--- src/rtl/core/lkv_pkg.sv ---
// Package for the LRU key/value cache: sizes, request and result structs,
// cell command and chain link types, and the control state encoding.
// Standalone; used by lkv_cell and lru_key_value_cache_unit.
package lkv_pkg;

  // Built number of entries and derived widths.
  localparam int MAX_ENTRIES = 16;
  localparam int RANK_W      = (MAX_ENTRIES > 1) ? $clog2(MAX_ENTRIES) : 1;
  localparam int OCC_W       = $clog2(MAX_ENTRIES + 1);
  localparam int CAP_W       = 5;
  localparam int CMP_W       = (OCC_W > CAP_W) ? OCC_W : CAP_W;
  localparam int KEY_W       = 32;
  localparam int VAL_W       = 32;

  // Request codes.
  localparam logic MODE_GET = 1'b0;
  localparam logic MODE_PUT = 1'b1;

  // One request: a get or a put.
  typedef struct packed {
    logic                    mode;
    logic [KEY_W-1:0]        key;
    logic signed [VAL_W-1:0] value;
  } lkv_req_t;

  // One result.
  typedef struct packed {
    logic                    found;
    logic signed [VAL_W-1:0] read_value;
    logic                    evicted;
  } lkv_rsp_t;

  // Operation broadcast to every cell.
  typedef enum logic [1:0] {
    CELL_IDLE,
    CELL_TOUCH,
    CELL_INSERT
  } lkv_cell_op_t;

  // Command broadcast to the row of cells.
  typedef struct packed {
    lkv_cell_op_t            op;
    logic [KEY_W-1:0]        key;
    logic signed [VAL_W-1:0] value;
    logic                    write;
    logic [RANK_W-1:0]       hit_rank;
    logic                    do_evict;
    logic [RANK_W-1:0]       evict_rank;
  } lkv_cmd_t;

  // Link passed from one cell to the next along the row.
  typedef struct packed {
    logic                    hit;
    logic [RANK_W-1:0]       rank;
    logic signed [VAL_W-1:0] value;
    logic                    free;
  } lkv_link_t;

  // Control states.
  typedef enum logic [1:0] {
    ST_IDLE,
    ST_LOOKUP,
    ST_UPDATE
  } lkv_state_t;

endpackage

--- src/rtl/core/lkv_cell.sv ---
// One cache entry: key, value, valid bit and recency rank, with the
// compare, free-slot and rank update logic that chains to its neighbor.
// Depends on lkv_pkg.
module lkv_cell (
  input  logic              clk,
  input  logic              rst,
  input  lkv_pkg::lkv_cmd_t cmd,
  input  lkv_pkg::lkv_link_t link_in,
  output lkv_pkg::lkv_link_t link_out
);
  import lkv_pkg::*;

  logic [KEY_W-1:0]        key;
  logic signed [VAL_W-1:0] value;
  logic                    valid;
  logic [RANK_W-1:0]       rank;

  logic hit_here;
  logic evict_here;
  logic valid_eff;
  logic take;

  // Key compare and the victim and free-slot decisions for this entry.
  always_comb begin
    hit_here   = valid && (key == cmd.key);
    evict_here = (cmd.op == CELL_INSERT) && cmd.do_evict && valid &&
                 (rank == cmd.evict_rank);
    valid_eff  = valid && !evict_here;
    take       = (cmd.op == CELL_INSERT) && !link_in.free && !valid_eff;
  end

  // Pass the hit data down the row and mark whether a free slot was seen.
  always_comb begin
    link_out.hit   = link_in.hit | hit_here;
    link_out.rank  = hit_here ? rank  : link_in.rank;
    link_out.value = hit_here ? value : link_in.value;
    link_out.free  = link_in.free | !valid_eff;
  end

  // Valid bit and rank are control state and are cleared by reset.
  always_ff @(posedge clk) begin
    if (rst) begin
      valid <= 1'b0;
      rank  <= '0;
    end else begin
      case (cmd.op)
        CELL_TOUCH: begin
          if (hit_here) begin
            rank <= '0;
          end else if (valid && (rank < cmd.hit_rank)) begin
            rank <= rank + RANK_W'(1);
          end
        end
        CELL_INSERT: begin
          if (take) begin
            valid <= 1'b1;
            rank  <= '0;
          end else if (valid_eff) begin
            rank <= rank + RANK_W'(1);
          end else if (evict_here) begin
            valid <= 1'b0;
            rank  <= '0;
          end
        end
        default: begin
        end
      endcase
    end
  end

  // Payload of the entry needs no reset.
  always_ff @(posedge clk) begin
    if (cmd.op == CELL_TOUCH && hit_here && cmd.write) begin
      value <= cmd.value;
    end else if (take) begin
      key   <= cmd.key;
      value <= cmd.value;
    end
  end

endmodule

--- src/rtl/core/lru_key_value_cache_unit.sv ---
// LRU key/value cache, fully associative, built as a row of entry cells.
// Each request passes through the lookup and then the update state, both in
// the shared cell row; the result strobe is registered at the end of update.
// Busy is high in lookup and update, so a new request is taken only when idle.
// Reset: synchronous; empties the cache and sets capacity to its maximum.
// The done strobe is high for one cycle only, as the receiver cannot stall.
module lru_key_value_cache_unit (
  input  logic                          clk,
  input  logic                          rst,
  input  logic                          start,
  output logic                          busy,
  input  lkv_pkg::lkv_req_t             request,
  output logic                          done,
  output lkv_pkg::lkv_rsp_t             result,
  input  logic                          cfg_valid,
  output logic                          cfg_ready,
  input  logic [lkv_pkg::CAP_W-1:0]     cfg_data
);
  import lkv_pkg::*;

  lkv_state_t state;
  lkv_state_t state_next;

  lkv_req_t          req;
  logic [CAP_W-1:0]  capacity;
  logic [OCC_W-1:0]  occupancy;
  logic [OCC_W-1:0]  occ_less;
  logic [CMP_W-1:0]  cap_act;

  logic                    hit;
  logic [RANK_W-1:0]       hit_rank;
  logic signed [VAL_W-1:0] hit_value;
  logic                    evict;

  lkv_cmd_t  cmd;
  lkv_link_t links [MAX_ENTRIES+1];

  assign cfg_ready = 1'b1;

  // Capacity register; zero acts as one and large values saturate.
  always_ff @(posedge clk) begin
    if (rst) begin
      capacity <= CAP_W'(MAX_ENTRIES);
    end else if (cfg_valid && cfg_ready) begin
      capacity <= cfg_data;
    end
  end

  always_comb begin
    if (capacity == '0) begin
      cap_act = CMP_W'(1);
    end else if (CMP_W'(capacity) > CMP_W'(MAX_ENTRIES)) begin
      cap_act = CMP_W'(MAX_ENTRIES);
    end else begin
      cap_act = CMP_W'(capacity);
    end
    occ_less = occupancy - OCC_W'(1);
  end

  // Next state.
  always_comb begin
    case (state)
      ST_IDLE:   state_next = start ? ST_LOOKUP : ST_IDLE;
      ST_LOOKUP: state_next = ST_UPDATE;
      ST_UPDATE: state_next = ST_IDLE;
      default:   state_next = ST_IDLE;
    endcase
  end

  always_ff @(posedge clk) begin
    if (rst) begin
      state <= ST_IDLE;
    end else begin
      state <= state_next;
    end
  end

  // Control outputs: busy and the command sent along the cell row.
  always_comb begin
    busy         = (state != ST_IDLE);
    cmd.op       = CELL_IDLE;
    cmd.key      = req.key;
    cmd.value    = req.value;
    cmd.write    = (req.mode == MODE_PUT);
    cmd.hit_rank = hit_rank;
    cmd.do_evict = evict;
    cmd.evict_rank = occ_less[RANK_W-1:0];
    case (state)
      ST_UPDATE: begin
        if (hit) begin
          cmd.op = CELL_TOUCH;
        end else if (req.mode == MODE_PUT) begin
          cmd.op = CELL_INSERT;
        end
      end
      default: begin
        cmd.op = CELL_IDLE;
      end
    endcase
  end

  // Request holding register.
  always_ff @(posedge clk) begin
    if (start && !busy) begin
      req <= request;
    end
  end

  // Row of entry cells; the chain starts with no hit and no free slot seen.
  assign links[0] = '0;

  for (genvar i = 0; i < MAX_ENTRIES; i++) begin : g_cell
    lkv_cell u_cell (
      .clk      (clk),
      .rst      (rst),
      .cmd      (cmd),
      .link_in  (links[i]),
      .link_out (links[i+1])
    );
  end

  // Capture the lookup outcome at the end of the lookup cycle.
  always_ff @(posedge clk) begin
    if (state == ST_LOOKUP) begin
      hit       <= links[MAX_ENTRIES].hit;
      hit_rank  <= links[MAX_ENTRIES].rank;
      hit_value <= links[MAX_ENTRIES].value;
      evict     <= (req.mode == MODE_PUT) && !links[MAX_ENTRIES].hit &&
                   (CMP_W'(occupancy) >= cap_act);
    end
  end

  // Occupancy grows only on an insert that does not evict.
  always_ff @(posedge clk) begin
    if (rst) begin
      occupancy <= '0;
    end else if (state == ST_UPDATE && !hit && req.mode == MODE_PUT && !evict) begin
      occupancy <= occupancy + OCC_W'(1);
    end
  end

  // Result register and its one-cycle strobe.
  always_ff @(posedge clk) begin
    if (rst) begin
      done <= 1'b0;
    end else begin
      done <= (state == ST_UPDATE);
    end
  end

  always_ff @(posedge clk) begin
    if (state == ST_UPDATE) begin
      result.found      <= hit;
      result.read_value <= (hit && req.mode == MODE_GET) ? hit_value : '0;
      result.evicted    <= evict;
    end
  end

endmodule

--- config.mk ---
export PLATFORM = sky130hd
export DESIGN_NAME = lru_key_value_cache_unit
export DESIGN_NICKNAME = d
export VERILOG_FILES = /design/src/rtl/core/lkv_pkg.sv /design/src/rtl/core/lkv_cell.sv /design/src/rtl/core/lru_key_value_cache_unit.sv
export SDC_FILE = /design/constraint.sdc
export NUM_CORES = 2
export LEC_CHECK = 0
export ABC_AREA = 1
export ABC_CLOCK_PERIOD_IN_PS = 7380
export BUFFER_PORTS_ARGS = -buffer_cell sky130_fd_sc_hd__buf_2
export CORE_MARGIN = 3
export CORE_UTILIZATION = 40
export DETAILED_ROUTE_END_ITERATION = 8
export GPL_TIMING_DRIVEN = 0
export HOLD_SLACK_MARGIN = 0.05
export PLACE_DENSITY_LB_ADDON = 0.08
export SYNTH_ARGS = -nofsm -noshare
export SYNTH_HDL_FRONTEND = slang
export SYNTH_SLANG_ARGS = --single-unit
--- constraint.sdc ---
create_clock -name clk -period 7.38 [get_ports clk]
set_clock_uncertainty 0.15 [all_clocks]
set_input_delay 0.369 -clock clk [delete_from_list [all_inputs] [get_ports clk]]
set_output_delay 0.369 -clock clk [all_outputs]
set_load 0.02 [all_outputs]
==> summary.txt <==
Global route
  • First-pass GRT wire length: 281,300 µm
  • Vias in the first global route: 39,420
  • Gr usage total: 0.2654
  • Grt ovf: 0
  • Largest net degree at the start of global routing: 33
  • Antenna violations before repair: 17

Power and ir drop
  • P_int: 12.10 mW
  • Seq pwr share: 0.508
  • Combinational share of power: 0.047
  • Clock power frac: 0.445
  • Sw frac: 0.2342
  • P_sw: 3.700 mW
  • Power Density: 233.8 nW/µm²
  • Leakage power: 26.24 nW
  • VDD IR max: 0.1638 mV
  • Design Power: 15.80 mW

Synth
  • Cell variety after synth: 69
  • Seq cells post-synth: 1,254
  • Yosys warns: 0
  • EDFF count, synth: 1,161
  • Syn Inst Count: 5,522
  • Post-synthesis sequential area ratio: 0.6384
  • Main synth FF type: edfxtp_1
  • Net Count, Synth: 5,669
  • Syn_area_per_cell: 10.42 µm²
  • Synth Cell Area: 57,520 µm²
  • Async set-reset flop share out of synthesis: 0

Floorplan
  • DIE WIDTH: 385.2 µm
  • Core area: 142,100 µm²
  • Die Height: 385.2 µm
  • Die Area: 148,400 µm²
  • Initial Util: 0.4048
  • Number of I/O pins: 111
  • Cell row count: 138

Placed design
  • Cell Count Post-Placement: 7,571
  • Placer Congestion: 0.9525
  • Port buffer count: 108
  • Placed instance area: 62,010 µm²
  • Placement Setup Slack: 1139 ps
  • Hpwl dp: 138,900 µm

Timing
  • RSZ-0062 raised after global routing: false
  • Fin Setup TNS: 0 ps
  • Slew Viols, Final: 0
  • Hold WS: 136.2 ps
  • Period minus WS final: 6320 ps
  • Worst slew margin: 0.005975
  • Final Setup Violations: 0
  • Post-route clock period utilization: 0.8564
  • Fmax: 0.1582 GHz
  • Fin. Hold Viols: 0
  • Final worst setup slack: 1060 ps
  • Worst slew pin tran: 1491 ps

Route
  • Residual DRC: 0
  • Drt pass-1 iters: 6
  • Post-route antenna net violation count: 0
  • Vias post-DR: 41,880
  • Via density per instance: 5.285
  • Routed WL: 198,000 µm
  • Iteration-0 DRC Markers: 4,933
  • WL/cell: 24.99 µm

Clocking
  • Clk slew on worst S/H paths: 60 ps
  • Hold buffers post-CTS: 81
  • Root Driver: clkbuf_16
  • Num CTS Buffers: 145
  • CTS tree: done
  • Resized Gates After CTS: 0
  • Clock tree buffer depth: 3
  • Post CTS Setup Buffer Count: 0
  • Worst skew pair latency: 790 ps
  • Sink Count: 1,254
  • Maximum level of the CTS H-tree: 4

Final layout
  • Fillers: 12,990
  • Area grow syn2layout: 17.47%
  • Non-Filler Instances: 7,924
  • Layout net count: 6,060
  • Layout cell share with drive strength beyond 1: 0.1255
  • Finished Cell Area: 67,570 µm²
  • Final Core Density: 0.4755

Outcome
  • Status: completed

Setup path
  • Crit path required time: 7870 ps
  • Worst path cell trace: clkinv_1, nand2_1, o21ai_0, nor2_1, nand2_1, nor2_1, nand3_1, nor2_1, buf_2, inv_2, o22ai_1, nand2_1, nand3_1, nand2_1, nand2_1, nand2_1, nand2_1, nand2_1, nand2_1, nand2_1, nand2_1
  • CP startpoint kind: register
  • CP top delay family: simple AND/OR/NAND/NOR gates
  • Cell repeated most along the worst path: nand2_1
  • Worst Setup End Kind: register
  • Max incr delay on CP: 1160 ps
  • CP Max Fanout: 18
  • Slowest CP cell: edfxtp_1
  • Arr. time, crit path: 6810 ps
  • Worst path buffer plus inverter count: 3
  • Kind of critical path: reg -> reg

Run
  • Max-cap violations: 0

Worst hold path
  • Hold WC Path Type: in -> reg
[power by group through the flow]
stage	clock network [mW]	registers, mW	logic [mW]
2_1_floorplan	0	8.06	0.338
3_3_place_gp	0	8.22	0.598
3_5_place_dp	0	8.18	0.680
4_1_cts	7.19	8.03	0.715
5_1_grt	7.48	8.03	0.785
6_report	7.04	8.02	0.742
[cells by family after synthesis]
logic type               Yosys count  synth area share
AND/OR/NAND/NOR                 2716            0.2035
flip-flops                      1254            0.6384
buffers and inverters            680           0.05009
AO/OA/AOI/OAI                    572           0.05751
XOR/XNOR                         225           0.03439
adder cells (fa/ha/maj)           73           0.01588
other                              1        0.00006519
multiplexers                       1         0.0001740
[path summary, 6_finish.rpt]
check | start | end | slack (ps) | cells after the start
setup reg to reg | cmd[48]$_DFFE_PP_ | hit_rank[0]$_DFFE_PP_ | 1060 | 21
setup / recovery | cmd[48]$_DFFE_PP_ | hit_rank[0]$_DFFE_PP_ | 1060 | 21
hold / removal | rst | g_cell[4].u_cell.rank[2]$_SDFFE_PP0P_ | 140 | 2
hold reg to reg | state[1]$_SDFF_PP0_ | state[1]$_SDFF_PP0_ | 360 | 1
[metal layers]
metal,track usage,routed length [µm],share of wire,vias to the layer above
li1,-,-,-,19550
met4,0.06836,4630,0.023,2
met5,0,12,0.000061,-
met3,0.04775,17230,0.087,277
met1,0.4096,93590,0.47,20320
met2,0.3824,82570,0.42,1735
[cell usage in the layout, fill, tap and decap left out, types with 15 or more instances in the layout]
master / netlist / routed
nand2_1: 1443 / 1442
edfxtp_1: 1161 / 1161
nor2_1: 632 / 629
inv_1: 428 / 428
a21oi_1: 246 / 232
buf_2: 111 / 219
nand3_1: 178 / 178
clkbuf_16: 0 / 146
xor2_1: 144 / 144
o21ai_0: 153 / 139
or2_2: 127 / 127
clkbuf_1: 69 / 100
dfxtp_1: 93 / 93
nand4_1: 84 / 84
dlygate4sd3_1: 0 / 81
xnor2_1: 80 / 80
nor3_1: 74 / 74
ha_1: 73 / 73
nor4_1: 54 / 54
nand3b_1: 43 / 43
buf_16: 0 / 33
o2111ai_1: 31 / 31
clkinv_1: 2 / 30
inv_2: 29 / 29
clkinv_2: 0 / 28
o22ai_1: 26 / 26
o211ai_1: 24 / 24
buf_4: 20 / 20
buf_12: 0 / 20
o21ai_1: 17 / 16
a21oi_4: 2 / 16
o21ai_4: 1 / 16
a211oi_1: 15 / 15
nor3b_1: 15 / 15
nand2_2: 14 / 15
[registers in the layout, summed over array words and instances, names as in the netlist]
signal	flops
g_cell.u_cell.key	512
g_cell.u_cell.value	512
hit_rank	4
evict	1
state	2
occupancy	5
done	1
g_cell.u_cell.rank	64
capacity	5
hit_value	32
hit	1
result	34
g_cell.u_cell.valid	16
cmd	65
[cell usage after synthesis (13+ instances only)]
master / instances / area share
nand2_1: 1443 / 0.094
edfxtp_1: 1161 / 0.61
nor2_1: 632 / 0.041
inv_1: 428 / 0.028
a21oi_1: 246 / 0.021
nand3_1: 178 / 0.015
o21ai_0: 153 / 0.013
xor2_1: 144 / 0.022
or2_2: 127 / 0.014
buf_2: 111 / 0.0097
dfxtp_1: 93 / 0.032
nand4_1: 84 / 0.0091
xnor2_1: 80 / 0.012
nor3_1: 74 / 0.0064
ha_1: 73 / 0.016
clkbuf_1: 69 / 0.0045
nor4_1: 54 / 0.0059
nand3b_1: 43 / 0.0056
o2111ai_1: 31 / 0.0047
inv_2: 29 / 0.0019
o22ai_1: 26 / 0.0028
o211ai_1: 24 / 0.0031
buf_4: 20 / 0.0026
o21ai_1: 17 / 0.0015
a211oi_1: 15 / 0.0020
nor3b_1: 15 / 0.0020
buf_6: 14 / 0.0027
nand2_2: 14 / 0.0015
a21boi_0: 13 / 0.0017
[area by class of cell]
cell class / count / area, µm² / area share
Antenna cell: 3 / 7.507 / 0.0001111
Timing Repair Buffer: 244 / 2690 / 0.03981
Buffer: 218 / 1140 / 0.01687
Clock buffer: 184 / 3846 / 0.05692
Sequential cell: 1254 / 36730 / 0.5435
Multi-Input combinational cell: 3588 / 18270 / 0.2704
Tap cell: 1890 / 2365 / 0.03500
Clock inverter: 81 / 787.0 / 0.01165
Inverter: 462 / 1744 / 0.02581
(Power assumes the default switching activity.)
